`config.mk`:
```
export PLATFORM = sky130hd
export DESIGN_NAME = hcls_input_stage
export DESIGN_NICKNAME = d
export VERILOG_FILES = /design/src/rtl/core/hcls_pkg.sv /design/src/rtl/core/hcls_input_stage.sv
export SDC_FILE = /design/constraint.sdc
export NUM_CORES = 1
export LEC_CHECK = 0
export BUFFER_PORTS_ARGS = -buffer_cell sky130_fd_sc_hd__buf_2
export CAP_MARGIN = 25
export CORE_AREA = 2 2 39 41
export DETAILED_ROUTE_END_ITERATION = 10
export DIE_AREA = 0 0 41 43
export HOLD_SLACK_MARGIN = 0.02
export PLACE_DENSITY_LB_ADDON = 0.25
export SLEW_MARGIN = 20
export SYNTH_ARGS = -nofsm -noshare
export SYNTH_HDL_FRONTEND = slang
export SYNTH_SLANG_ARGS = --single-unit
export TNS_END_PERCENT = 100
```
`constraint.sdc`:
```
create_clock -name clock -period 0.8 [get_ports clock]
set_input_delay 0.08 -clock clock [delete_from_list [all_inputs] [get_ports clock]]
set_output_delay 0.08 -clock clock [all_outputs]
set_load 0.01 [all_outputs]
```
`src/rtl/core/hcls_pkg.sv`:
```
// Package: types, constants and scan-step functions of the content length scanner.
`timescale 1ns / 1ps

package hcls_pkg;

   // Field widths
   localparam int BYTE_BITS   = 8;
   localparam int CONFIG_BITS = 32;
   localparam int BODY_BITS   = 32;
   localparam int LENGTH_BITS = 32;
   localparam int ACC_WIDE    = LENGTH_BITS + 4;
   localparam int LIMIT_WIDE  = (LENGTH_BITS > CONFIG_BITS) ? LENGTH_BITS : CONFIG_BITS;

   localparam logic [CONFIG_BITS-1:0] MAX_BODY_RESET = CONFIG_BITS'(1048576);

   // Character codes
   localparam logic [7:0] CHAR_CR      = 8'h0D;
   localparam logic [7:0] CHAR_LF      = 8'h0A;
   localparam logic [7:0] CHAR_SP      = 8'h20;
   localparam logic [7:0] CHAR_HTAB    = 8'h09;
   localparam logic [7:0] CHAR_COLON   = 8'h3A;
   localparam logic [7:0] CHAR_ZERO    = 8'h30;
   localparam logic [7:0] CHAR_NINE    = 8'h39;
   localparam logic [7:0] CHAR_UPPER_A = 8'h41;
   localparam logic [7:0] CHAR_UPPER_Z = 8'h5A;
   localparam logic [7:0] CASE_OFFSET  = 8'h20;

   localparam logic [2:0] PREFIX_LEN  = 3'd5;
   localparam logic [2:0] PREFIX_FAIL = 3'd7;
   localparam logic [3:0] NAME_LEN    = 4'd14;

   typedef enum logic [2:0] {
      PH_START  = 3'd0,
      PH_LEAD   = 3'd1,
      PH_NAME   = 3'd2,
      PH_TRAIL  = 3'd3,
      PH_VALUE  = 3'd4,
      PH_IGNORE = 3'd5
   } line_phase_type;

   typedef enum logic [1:0] {
      VP_LEAD   = 2'd0,
      VP_DIGITS = 2'd1,
      VP_TRAIL  = 2'd2
   } value_phase_type;

   typedef struct packed {
      logic                   pending_cr;
      logic                   on_first_line;
      logic [2:0]             prefix_position;
      line_phase_type         line_phase;
      logic [3:0]             name_position;
      logic                   name_matches;
      value_phase_type        value_phase;
      logic [LENGTH_BITS-1:0] length_accumulator;
      logic                   over_limit;
      logic                   length_found;
      logic                   error_seen;
      logic                   scan_stopped;
   } scan_state_type;

   localparam scan_state_type SCAN_RESET = '{
      pending_cr:         1'b0,
      on_first_line:      1'b1,
      prefix_position:    3'd0,
      line_phase:         PH_START,
      name_position:      4'd0,
      name_matches:       1'b1,
      value_phase:        VP_LEAD,
      length_accumulator: '0,
      over_limit:         1'b0,
      length_found:       1'b0,
      error_seen:         1'b0,
      scan_stopped:       1'b0
   };

   // One input transaction
   typedef struct packed {
      logic [BYTE_BITS-1:0] header_byte;
      logic                 last_byte;
   } req_item_type;

   // One result transaction
   typedef struct packed {
      logic                 length_ok;
      logic [BODY_BITS-1:0] body_length;
   } rsp_item_type;

   // Lowercase "content-length", one character per position
   function automatic logic [7:0] target_char(input logic [3:0] pos);
      logic [7:0] ch;
      case (pos)
         4'd0:    ch = "c";
         4'd1:    ch = "o";
         4'd2:    ch = "n";
         4'd3:    ch = "t";
         4'd4:    ch = "e";
         4'd5:    ch = "n";
         4'd6:    ch = "t";
         4'd7:    ch = "-";
         4'd8:    ch = "l";
         4'd9:    ch = "e";
         4'd10:   ch = "n";
         4'd11:   ch = "g";
         4'd12:   ch = "t";
         4'd13:   ch = "h";
         default: ch = 8'h00;
      endcase
      return ch;
   endfunction

   // Status line prefix "HTTP/"
   function automatic logic [7:0] prefix_char(input logic [2:0] pos);
      logic [7:0] ch;
      case (pos)
         3'd0:    ch = "H";
         3'd1:    ch = "T";
         3'd2:    ch = "T";
         3'd3:    ch = "P";
         3'd4:    ch = "/";
         default: ch = 8'h00;
      endcase
      return ch;
   endfunction

   // Configured maximum clipped to the accumulator width
   function automatic logic [LENGTH_BITS-1:0] effective_limit(
      input logic [CONFIG_BITS-1:0] max_len);
      logic [LIMIT_WIDE-1:0] m;
      logic [LIMIT_WIDE-1:0] mask;
      m    = LIMIT_WIDE'(max_len);
      mask = LIMIT_WIDE'({LENGTH_BITS{1'b1}});
      return LENGTH_BITS'((m < mask) ? m : mask);
   endfunction

   // Feed one ordinary character of a line
   function automatic scan_state_type feed_char(
      input scan_state_type         s,
      input logic [7:0]             c,
      input logic [LENGTH_BITS-1:0] lim);
      scan_state_type      n;
      logic                blank;
      logic                digit;
      logic [7:0]          lc;
      logic [ACC_WIDE-1:0] wide_acc;
      logic [ACC_WIDE-1:0] prod;
      n        = s;
      blank    = (c == CHAR_SP) || (c == CHAR_HTAB);
      digit    = (c >= CHAR_ZERO) && (c <= CHAR_NINE);
      lc       = ((c >= CHAR_UPPER_A) && (c <= CHAR_UPPER_Z)) ? c + CASE_OFFSET : c;
      wide_acc = ACC_WIDE'(s.length_accumulator);
      // acc * 10 + digit; the low nibble of an ASCII digit is its value
      prod     = (wide_acc << 3) + (wide_acc << 1) + ACC_WIDE'(c[3:0]);

      if (!(s.error_seen || s.scan_stopped)) begin
         if (n.line_phase == PH_START) begin
            n.line_phase = PH_LEAD;
         end
         if (n.line_phase == PH_VALUE) begin
            // value text
            if (blank) begin
               if (n.value_phase == VP_DIGITS) begin
                  n.value_phase = VP_TRAIL;
               end
            end else if (digit && (n.value_phase != VP_TRAIL)) begin
               n.value_phase = VP_DIGITS;
               if (prod > ACC_WIDE'(lim)) begin
                  n.length_accumulator = lim;
                  n.over_limit         = 1'b1;
               end else begin
                  n.length_accumulator = LENGTH_BITS'(prod);
               end
            end else begin
               n.error_seen = 1'b1;
            end
         end else if (n.line_phase != PH_IGNORE) begin
            // name text
            if (c == CHAR_COLON) begin
               if (n.name_matches && (n.name_position == NAME_LEN)) begin
                  if (n.length_found) begin
                     n.error_seen = 1'b1;
                  end else begin
                     n.line_phase         = PH_VALUE;
                     n.value_phase        = VP_LEAD;
                     n.length_accumulator = '0;
                     n.over_limit         = 1'b0;
                  end
               end else begin
                  n.line_phase = PH_IGNORE;
               end
            end else if (blank) begin
               if (n.line_phase == PH_NAME) begin
                  n.line_phase = PH_TRAIL;
               end
            end else begin
               if (n.line_phase == PH_TRAIL) begin
                  n.name_matches = 1'b0;
               end
               n.line_phase = PH_NAME;
               if (n.name_matches && (n.name_position < NAME_LEN) &&
                   (lc == target_char(n.name_position))) begin
                  n.name_position = n.name_position + 4'd1;
               end else begin
                  n.name_matches = 1'b0;
               end
            end
            // status line prefix check
            if (!n.error_seen && n.on_first_line && (n.prefix_position < PREFIX_LEN)) begin
               if (c == prefix_char(n.prefix_position)) begin
                  n.prefix_position = n.prefix_position + 3'd1;
                  if (n.prefix_position == PREFIX_LEN) begin
                     n.line_phase = PH_IGNORE;
                  end
               end else begin
                  n.prefix_position = PREFIX_FAIL;
               end
            end
         end
      end
      return n;
   endfunction

   // Close the current line at CR LF or at the last byte
   function automatic scan_state_type end_line(input scan_state_type s);
      scan_state_type n;
      n = s;
      if (!(s.error_seen || s.scan_stopped)) begin
         if (s.line_phase == PH_START) begin
            n.scan_stopped = 1'b1;
         end else if ((s.line_phase == PH_LEAD) || (s.line_phase == PH_NAME) ||
                      (s.line_phase == PH_TRAIL)) begin
            n.error_seen = 1'b1;
         end else if ((s.line_phase == PH_VALUE) &&
                      ((s.value_phase == VP_LEAD) || s.over_limit)) begin
            n.error_seen = 1'b1;
         end else begin
            if (s.line_phase == PH_VALUE) begin
               n.length_found = 1'b1;
            end
            n.line_phase      = PH_START;
            n.name_position   = 4'd0;
            n.name_matches    = 1'b1;
            n.value_phase     = VP_LEAD;
            n.prefix_position = 3'd0;
            n.on_first_line   = 1'b0;
         end
      end
      return n;
   endfunction

endpackage

```
`src/rtl/core/hcls_input_stage.sv`:
```
// Input register: captures one request transaction and holds it until the core takes it.
`timescale 1ns / 1ps

module hcls_input_stage import hcls_pkg::*; (
   input  logic         clock,
   input  logic         reset,
   input  logic         load,
   input  logic         take,
   input  req_item_type item_in,
   output logic         valid_out,
   output req_item_type item_out
);

   logic         valid_ff;
   logic         valid_in;
   req_item_type item_ff;

   // occupancy: set on load, cleared when taken without refill
   always_comb begin
      valid_in = valid_ff;
      if (load) begin
         valid_in = 1'b1;
      end else if (take) begin
         valid_in = 1'b0;
      end
   end

   always_ff @(posedge clock) begin
      if (reset) begin
         valid_ff <= 1'b0;
      end else begin
         valid_ff <= valid_in;
      end
   end

   // payload, no reset
   always_ff @(posedge clock) begin
      if (load) begin
         item_ff <= item_in;
      end
   end

   assign valid_out = valid_ff;
   assign item_out  = item_ff;

endmodule

```
==> results of run 1 <==
-- sequential cells by signal, summed over array words and instances (netlist names) --
signal	cells
valid_out	1
item_out	9
-- cell families after synthesis --
kind of cell,synth area share [%]
flops,93.9
simple gates,2.03
compound gates,2.83
buf+inv,1.21
-- worst paths after layout --
check	from	slack [ps]	to	cells after the start
setup / recovery	item_out[1]	-40	item_out[1]	1
hold / removal	take	100	valid_out	3
setup reg to reg	valid_out	220	valid_out	2
hold reg to reg	valid_out	480	valid_out	2
-- stage by stage --
| stage | TNS, ps | hold slack, ps | total power [mW] |
|---|---|---|---|
| global route | -642 | 91.1 | 1.17 |
| detailed placement | 0 | 245 | 0.737 |
| global placement | 0 | 238 | 0.731 |
| finish | -226 | 98.8 | 1.10 |
| CTS | -408 | 98.6 | 1.12 |
| floorplan | 0 | 142 | 0.664 |
-- metal layers --
layer / wire length (microns) / vias up / GRT usage (%)
li1: - / 120 / -
met1: 183 / 108 / 5.10
met2: 367 / 10 / 14.1
met3: 49 / 2 / 3.14
met4: 20 / 0 / 10.0
met5: 0 / - / 0
-- layout make-up --
cell class / count / area share [%]
well taps: 16 / 3.53
flip-flops and latches: 10 / 51.4
multi-input cells: 2 / 2.65
repair buffers: 32 / 37.1
inverters: 1 / 0.662
clock buffers: 4 / 4.64
-- timing repair --
action | in CTS | in global routing
hold buffers | 10 | 0
hold endpoints to repair | 10 | 0
setup endpoints to repair | 9 | 10
resized for setup | 0 | 1
-- worst reg2reg max path: stages (launching register included) --
cell and delay [ps]:
dfxtp_2 320, nand2b_1 60, a21oi_2 130
-- power groups by stage --
stage	combinational [mW]	clock (mW)	sequential [mW]
floorplan	0.00565	0	0.658
global placement	0.0993	0	0.632
detailed placement	0.102	0	0.635
CTS	0.140	0.352	0.624
global route	0.153	0.389	0.625
finish	0.139	0.335	0.622
-- Yosys cell counts --
library cell and count:
a21oi_2 1, dfxtp_1 1, edfxtp_1 9, inv_1 1
nand2b_1 1
==> out/qor.csv, run 1 <==
stage;metric;value;unit
placed_design;Placer Congestion;0.543;
sta;fin crit period;839;ps
synth;ranking of synthesized cells by area;edfxtp_1 87%, dfxtp_1 6.5%, a21oi_2 2.8%, nand2b_1 2.0%, inv_1 1.2%;
floorplanning;die height;43;microns
route;Vias;240;
finish;fillers;135;
route;antenna-violating nets left;0;
pwr;Internal Power;886;uW
placed_design;number of port buffers;22;
route;DR pass1 iterations;1;
worst_setup_path;Crit path largest cell delay;360;ps
route;1st-iter DRT viols;0;
floorplanning;I/O Pins;23;
placed_design;dpl ws;188;ps
sta;fin. max-slew vios;0;
worst_setup_path;CP max-delay cell;edfxtp_1;
global_route;initial antenna violation count;0;
synth;YS warnings;0;
sta;Fin Clk Skew;0;ps
placed_design;cell total after placement;51;
job;Maximum Capacitance Violations;0;
sta;RSZ-0062 raised after global routing;true;
finish;nets;63;
status;run status;complete, but fails checks;
finish;multi-input logic area;15.0;sq um
pwr;Psw;211;uW
worst_setup_path;Critical path buffers and inverters;1;
synth;largest area contributor in the netlist;edfxtp_1;
sta;final period utilization;105;%
finish;non-filler cells, final;65;
finish;commonest non-fill, non-tap cell in the layout;buf_2;
finish;fin area;567;sq um
cts;Clock Path Buffers;2;
worst_setup_path;sequence of cells on the critical path;buf_2;
cts;CTS H-tree depth;1;
route;# DRC;0;
cts;clk root buf;clkbuf_4;
cts;Post-CTS Setup Inserts;0;
cts;Clock Latency Late Sink;250;ps
pwr;Clock power frac;30.6;%
sta;relative slew slack;86.2;%
pwr;Pwr per Cell Area;1930;nW/um^2
finish;layout cells sized above 1;55.1;%
pwr;Sw Ratio;19.2;%
pwr;maximum vdd drop;649;uV
sta;fmax;1190;MHz
synth;Syn Inst Count;13;
finish;commonest cells after routing, fill and taps aside;22 x buf_2, 10 x dlygate4sd3_1, 9 x edfxtp_1;
worst_setup_path;Worst Path Required;720;ps
worst_setup_path;worst endpoint data arrival time;760;ps
sta;Setup WS post-layout;-39.1;ps
sta;Final setup viols;9;
synth;Seq cells post-synth;10;
floorplanning;row count;14;
sta;Final Hold Viols;0;
pwr;sequential power share;56.7;%
pwr;combinational share of power;12.7;%
synth;Post-Syn Nets;26;
worst_setup_path;critical path type;flip-flop to primary output;
global_route;first-pass GRT wire length;855;microns
route;drt wl/cell;9.54;microns
global_route;grt ovf;0;
worst_setup_path;crit end category;primary output;
finish;n_diodes;0;
status;failing checks;negative setup slack;
floorplanning;Core ar.;1380;sq um
worst_setup_path;CP max FO;1;
route;drt via density;3.69;
worst_setup_path;CP delay by family, top;flip-flops;
route;WL final;620;microns
floorplanning;Starting Density;22.3;%
cts;CTS tree;yes;
finish;Final Core Density;41.0;%
pwr;LEAKAGE;0.249;nW
synth;syn_area_per_cell;23.8;sq um
finish;P&R area growth vs syn;83.4;%
cts;TritonCTS Buffers;3;
floorplanning;die area;1760;sq um
cts;CTS Sinks;10;
synth;sequential fraction of the synthesis area;93.9;%
global_route;gr usage total;8.27;%
cts;clock-pin slew on the worst setup and hold paths;60;ps
global_route;largest net degree at the start of global routing;11;
sta;worst-margin pin slew;207;ps
floorplanning;Die W;41;microns
synth;post-synth top area share;87.4;%
worst_setup_path;Critical Path Source Type;flip-flop;
worst_hold_path;Hold Crit Class;input port to flip-flop;
synth;Yosys cell types;5;
finish;FF+latch area;292;sq um
global_route;vias in the first global route;227;
synth;Netlist Area Pre-Place;309;sq um
placed_design;Post-Place Cell Area;439;sq um
Power figures use the tool's default switching activity.
==> run 2: changes to the inputs <==
--- a/config.mk
+++ b/config.mk
@@ -8,6 +8,7 @@
 export BUFFER_PORTS_ARGS = -buffer_cell sky130_fd_sc_hd__buf_2
 export CAP_MARGIN = 25
 export CORE_AREA = 2 2 39 41
+export CTS_BUF_LIST = sky130_fd_sc_hd__clkbuf_4
 export DETAILED_ROUTE_END_ITERATION = 10
 export DIE_AREA = 0 0 41 43
 export HOLD_SLACK_MARGIN = 0.02
==> constraint.sdc (replaced) <==
create_clock -name clock -period 0.8 [get_ports clock]
set_input_delay 0.16 -clock clock [delete_from_list [all_inputs] [get_ports clock]]
set_output_delay 0.16 -clock clock [all_outputs]
set_load 0.01 [all_outputs]
==> out/qor.csv, run 2 (synthesis results as in run 1) <==
stage;metric;value;unit;change
status;run status;complete, but fails checks;;
status;failing checks;negative setup slack;;
sta;Fin Clk Skew;0;ps;unchanged
finish;nets;53;;-16%
route;antenna-violating nets left;0;;unchanged
sta;final period utilization;117;%;+12 points
cts;TritonCTS Buffers;3;;unchanged
pwr;Design Power;1.10;mW;-0.11%
placed_design;number of port buffers;22;;unchanged
worst_setup_path;Critical path buffers and inverters;1;;unchanged
cts;CTS tree;yes;;
route;DR pass1 iterations;2;;+1
worst_setup_path;Crit path largest cell delay;370;ps;about the same
global_route;first-pass GRT wire length;710;microns;-17%
sta;fin crit period;937;ps;+98.0 ps
sta;Final setup viols;10;;+1
finish;commonest non-fill, non-tap cell in the layout;buf_2;;
sta;RSZ-0062 raised after global routing;true;;
finish;fillers;147;;+8.9%
global_route;initial antenna violation count;0;;unchanged
global_route;vias in the first global route;195;;-14%
finish;P&R area growth vs syn;54.3;%;
finish;layout cells sized above 1;71.8;%;+17 points
cts;CTS H-tree depth;1;;unchanged
floorplanning;die height;43;microns;unchanged
sta;Setup WS post-layout;-137;ps;-98.0 ps
cts;hold buffers post-CTS;0;;-10
worst_setup_path;crit end category;primary output;;
floorplanning;Core ar.;1380;sq um;unchanged
placed_design;cell total after placement;51;;unchanged
sta;relative slew slack;86.2;%;about the same
sta;Final Hold Viols;0;;unchanged
floorplanning;I/O Pins;23;;unchanged
global_route;largest net degree at the start of global routing;11;;unchanged
floorplanning;die area;1760;sq um;unchanged
finish;n_diodes;0;;unchanged
route;drt wl/cell;9.98;microns;+4.6%
worst_setup_path;CP max-delay cell;edfxtp_1;;
job;Maximum Capacitance Violations;0;;unchanged
floorplanning;Starting Density;22.3;%;unchanged
route;WL final;549;microns;-11%
cts;Clock Latency Late Sink;240;ps;about the same
floorplanning;Die W;41;microns;unchanged
route;drt via density;3.82;;+3.4%
worst_setup_path;Worst Path Required;640;ps;-80 ps
cts;clock-pin slew on the worst setup and hold paths;60;ps;about the same
worst_setup_path;worst endpoint data arrival time;780;ps;+20 ps
placed_design;Placer Congestion;0.543;;unchanged
worst_setup_path;sequence of cells on the critical path;buf_2;;
cts;clk root buf;clkbuf_4;;
finish;commonest cells after routing, fill and taps aside;21 x buf_2, 9 x edfxtp_1, 4 x clkbuf_4;;
sta;fmax;1070;MHz;-10%
route;Vias;210;;-13%
cts;Clock Path Buffers;2;;unchanged
worst_setup_path;Critical Path Source Type;flip-flop;;
pwr;LEAKAGE;0.213;nW;-15%
cts;CTS Sinks;10;;unchanged
worst_setup_path;CP delay by family, top;flip-flops;;
sta;fin. max-slew vios;0;;unchanged
worst_hold_path;Hold Crit Class;input port to flip-flop;;
sta;worst-margin pin slew;206;ps;-0.706 ps
pwr;Pwr per Cell Area;2300;nW/um^2;+19%
floorplanning;row count;14;;unchanged
worst_setup_path;critical path type;flip-flop to primary output;;
finish;Largest register FFs;9;;unchanged
route;# DRC;0;;unchanged
finish;non-filler cells, final;55;;-15%
worst_setup_path;CP max FO;1;;unchanged
route;1st-iter DRT viols;2;;+2
pwr;maximum vdd drop;671;uV;+3.4%
global_route;gr usage total;6.95;%;-1.3 points
global_route;grt ovf;0;;unchanged
[run 2: changes by cell type in the layout (fill, tap and decap cells not counted), sizes merged]
| cell | delta |
|---|---|
| dlygate4sd3 | -10 |
[run 2: repair_timing]
action / 4_1_cts / 5_1_grt
endpoints found under the setup margin: 10 / 10
setup buffers: 0 / 0
gates resized for setup: 2 / 0
[run 2: final timing paths]
| kind | depth (start not counted) | from | to | slack (ps) |
|---|---|---|---|---|
| min | 2 | reset | valid_out | 60 |
| max reg2reg | 2 | valid_out | valid_out | 200 |
| min reg2reg | 2 | valid_out | valid_out | 490 |
| max | 1 | item_out[0] | item_out[0] | -140 |
[run 2: layout make-up]
cell class | instances | area (sq um) | area share, %
flip-flops and latches | 10 | 292 | 61.2
repair buffers | 22 | 116 | 24.4
clock buffers | 4 | 30.0 | 6.30
well taps | 16 | 20.0 | 4.20
multi-input cells | 2 | 15.0 | 3.15
inverters | 1 | 3.75 | 0.787
[run 2: metal layers]
layer | vias up | track usage, % | share of wire (%) | wire length [microns]
met5 | - | 0 | 0 | 0
met4 | 0 | 8.00 | 3.6 | 20
met3 | 2 | 3.14 | 8.6 | 47
met2 | 10 | 12.5 | 61 | 335
met1 | 97 | 3.41 | 26 | 145
li1 | 101 | - | - | -
[run 2: power by group]
part	switching [mW]	internal [mW]	total, mW
Clock	0.142	0.225	0.367
Sequential	0.00990	0.614	0.624
Combinational	0.0518	0.0523	0.104
[run 2: metrics by stage]
step	setup TNS (ps)	util, %	hold WS, ps	setup WS, ps	area (sq um)
global placement	0	31.7	318	120	439
detailed placement	0	31.7	325	108	439
floorplan	0	-	222	190	309
finish	-999	34.4	61.3	-137	477
global route	-1410	34.4	43.1	-171	477
CTS	-1190	34.4	49.6	-155	477
==> run 3: changes to the inputs <==
--- a/config.mk
+++ b/config.mk
@@ -5,6 +5,7 @@
 export SDC_FILE = /design/constraint.sdc
 export NUM_CORES = 1
 export LEC_CHECK = 0
+export ABC_AREA = 1
 export BUFFER_PORTS_ARGS = -buffer_cell sky130_fd_sc_hd__buf_2
 export CAP_MARGIN = 25
 export CORE_AREA = 2 2 39 41
==> out/qor.csv, run 3 <==
stage;metric;value;unit;change
cts;Post-CTS Setup Inserts;0;;unchanged
worst_setup_path;worst endpoint data arrival time;770;ps;about the same
finish;P&R area growth vs syn;54.0;%;
cts;CTS tree;yes;;
route;WL final;540;microns;-1.6%
sta;Setup WS post-layout;-132;ps;+5.16 ps
synth;largest area contributor in the netlist;edfxtp_1;;
worst_setup_path;reg2reg setup slack;240;ps;+40 ps
route;DR pass1 iterations;2;;unchanged
worst_setup_path;Crit path largest cell delay;370;ps;about the same
pwr;LEAKAGE;0.217;nW;+2.3%
sta;fin. max-slew vios;0;;unchanged
floorplanning;Core ar.;1380;sq um;unchanged
worst_setup_path;Reg-to-Reg Start;valid_out;;
cts;CTS H-tree depth;1;;unchanged
finish;multi-input logic area;12.5;sq um;-17%
synth;Commonest cells post-synth;9 x edfxtp_1, 2 x inv_1, 1 x a21oi_2, 1 x dfxtp_1, 1 x nand2_1;;
finish;commonest cells after routing, fill and taps aside;21 x buf_2, 9 x edfxtp_1, 4 x clkbuf_4;;
pwr;Pwr per Cell Area;2320;nW/um^2;+1.0%
worst_setup_path;Reg-to-Reg End;valid_out;;
pwr;maximum vdd drop;643;uV;-4.2%
synth;ranking of synthesized cells by area;edfxtp_1 87%, dfxtp_1 6.5%, a21oi_2 2.8%, inv_1 2.4%, nand2_1 1.2%;;
job;Maximum Capacitance Violations;0;;unchanged
cts;clock-pin slew on the worst setup and hold paths;60;ps;about the same
finish;fillers;136;;-7.5%
finish;nets;54;;+1.9%
sta;Final setup viols;10;;unchanged
global_route;vias in the first global route;202;;+3.6%
synth;ys flop type;edfxtp_1;;
worst_hold_path;Hold Crit Class;input port to flip-flop;;
worst_setup_path;cells on worst reg2reg path;2;;unchanged
floorplanning;I/O Pins;23;;unchanged
worst_setup_path;CP max-delay cell;edfxtp_1;;
synth;Seq cells post-synth;10;;unchanged
synth;syn_area_per_cell;22.2;sq um;-6.8%
cts;clk root buf;clkbuf_4;;
synth;Yosys cell types;5;;unchanged
worst_setup_path;Critical path buffers and inverters;1;;unchanged
cts;Clock Latency Late Sink;250;ps;about the same
worst_setup_path;Critical Path Source Type;flip-flop;;
global_route;busiest grt layer;met2;;
floorplanning;row count;14;;unchanged
synth;EDFF count, synth;9;;unchanged
finish;commonest non-fill, non-tap cell in the layout;buf_2;;
sta;worst-margin pin slew;217;ps;+10.9 ps
synth;Netlist Area Pre-Place;310;sq um;+0.41%
finish;FF+latch area;292;sq um;unchanged
sta;fin crit period;932;ps;-5.16 ps
sta;Fin Clk Skew;0;ps;unchanged
floorplanning;Die W;41;microns;unchanged
worst_setup_path;CP delay by family, top;flip-flops;;
cts;TritonCTS Buffers;3;;unchanged
route;drt wl/cell;9.64;microns;-3.4%
route;# DRC;0;;unchanged
sta;Final Hold Viols;0;;unchanged
floorplanning;Starting Density;22.4;%;+0.090 points
cts;Clock Path Buffers;2;;unchanged
finish;n_diodes;0;;unchanged
route;Vias;207;;-1.4%
finish;layout cells sized above 1;70.0;%;-1.8 points
route;1st-iter DRT viols;1;;-1
placed_design;Post-Place Cell Area;440;sq um;+0.28%
worst_setup_path;critical path type;flip-flop to primary output;;
synth;YS warnings;0;;unchanged
worst_hold_path;Hold EP;valid_out;;
placed_design;Placer Congestion;0.586;;+7.9%
synth;post-synth top area share;87.1;%;-0.35 points
worst_setup_path;crit end category;primary output;;
global_route;first-pass GRT wire length;834;microns;+17%
worst_hold_path;Hold Startpoint;reset;;
synth;Synth async-reset ratio;0;%;unchanged
route;antenna-violating nets left;0;;unchanged
status;failing checks;negative setup slack;;
finish;non-filler cells, final;56;;+1.8%
worst_setup_path;sequence of cells on the critical path;buf_2;;
finish;Largest register FFs;9;;unchanged
worst_setup_path;Worst Path Required;640;ps;about the same
floorplanning;die height;43;microns;unchanged
sta;final period utilization;116;%;-0.65 points
global_route;initial antenna violation count;0;;unchanged
global_route;largest net degree at the start of global routing;11;;unchanged
status;run status;complete, but fails checks;;
sta;Hold Worst Slack;51.3;ps;-10.0 ps
sta;RSZ-0062 raised after global routing;true;;
worst_setup_path;CP max FO;1;;unchanged
worst_hold_path;Hold Crit Depth;2;;unchanged
route;drt via density;3.70;;-3.2%
placed_design;number of port buffers;22;;unchanged
cts;CTS Sinks;10;;unchanged
placed_design;DP HPWL;428;microns;
sta;fmax;1070;MHz;+0.55%
floorplanning;die area;1760;sq um;unchanged
finish;fin area;478;sq um;+0.26%
placed_design;cell total after placement;52;;+2.0%
synth;sequential fraction of the synthesis area;93.5;%;-0.38 points
global_route;met2 Use GR;12.5;%;unchanged
synth;Post-Syn Nets;27;;+3.8%
global_route;gr usage total;8.04;%;+1.1 points
global_route;grt met3 use;3.66;%;+0.52 points
sta;relative slew slack;85.5;%;-0.73 points
synth;Syn Inst Count;14;;+1
global_route;grt ovf;0;;unchanged
global_route;met1 usage;5.72;%;+2.3 points
synth;most frequent cell after synthesis;edfxtp_1;;
run 3: cell types whose count changed after synthesis:
cell and change:
nand2b_1 -1, nand2_1 +1, inv_1 +1
run 3: how the worst max path moves through the flow:
stage / start / to / slack (ps) / depth (start not counted)
6_report: item_out[5] / item_out[5] / -130 / 1
5_1_grt: item_out[6] / item_out[6] / -180 / 1
4_1_cts: item_out[5] / item_out[5] / -150 / 1
3_5_place_dp: load / item_out[6] / 100 / 1
3_3_place_gp: load / item_out[5] / 120 / 1
2_1_floorplan: valid_out / valid_out / 210 / 2
run 3: cell type report:
| class | count | area share [%] |
|---|---|---|
| timing repair buffer | 22 | 24.3 |
| inverter | 2 | 1.57 |
| multi-input combinational | 2 | 2.62 |
| tap | 16 | 4.19 |
| sequential | 10 | 61.0 |
| clock buffer | 4 | 6.28 |
run 3: through the flow:
step | power, mW | utilization [%] | worst slack (ps) | setup TNS, ps
after CTS | 1.14 | 34.5 | -148 | -1240
final | 1.11 | 34.5 | -132 | -1060
after global placement | 0.732 | 31.8 | 115 | 0
after floorplan | 0.664 | - | 214 | 0
after global routing | 1.16 | 34.5 | -176 | -1420
after detailed placement | 0.737 | 31.8 | 98.9 | 0
run 3: cells by family (layout without fill, tap and decap cells):
logic type / after synthesis / in the layout / synth area share [%]
simple gates: 1 / 1 / 1.21
flops: 10 / 10 / 93.5
compound gates: 1 / 1 / 2.82
buf+inv: 2 / 28 / 2.42
run 3: per-layer routing:
metal / up-vias / wire (microns)
li1: 101 / -
met1: 97 / 147
met2: 9 / 328
met3: 0 / 64
met4: 0 / 0
met5: - / 0
run 3: power breakdown:
group / internal, mW / switching [mW]
registers: 0.614 / 0.00923
clock network: 0.226 / 0.156
logic: 0.0520 / 0.0527
run 3: repair_timing:
action / in CTS / in global routing
endpoints found under the setup margin: 10 / 10
hold buffers: 0 / 0
gates cloned: 0 / 0
gates resized for setup: 2 / 0
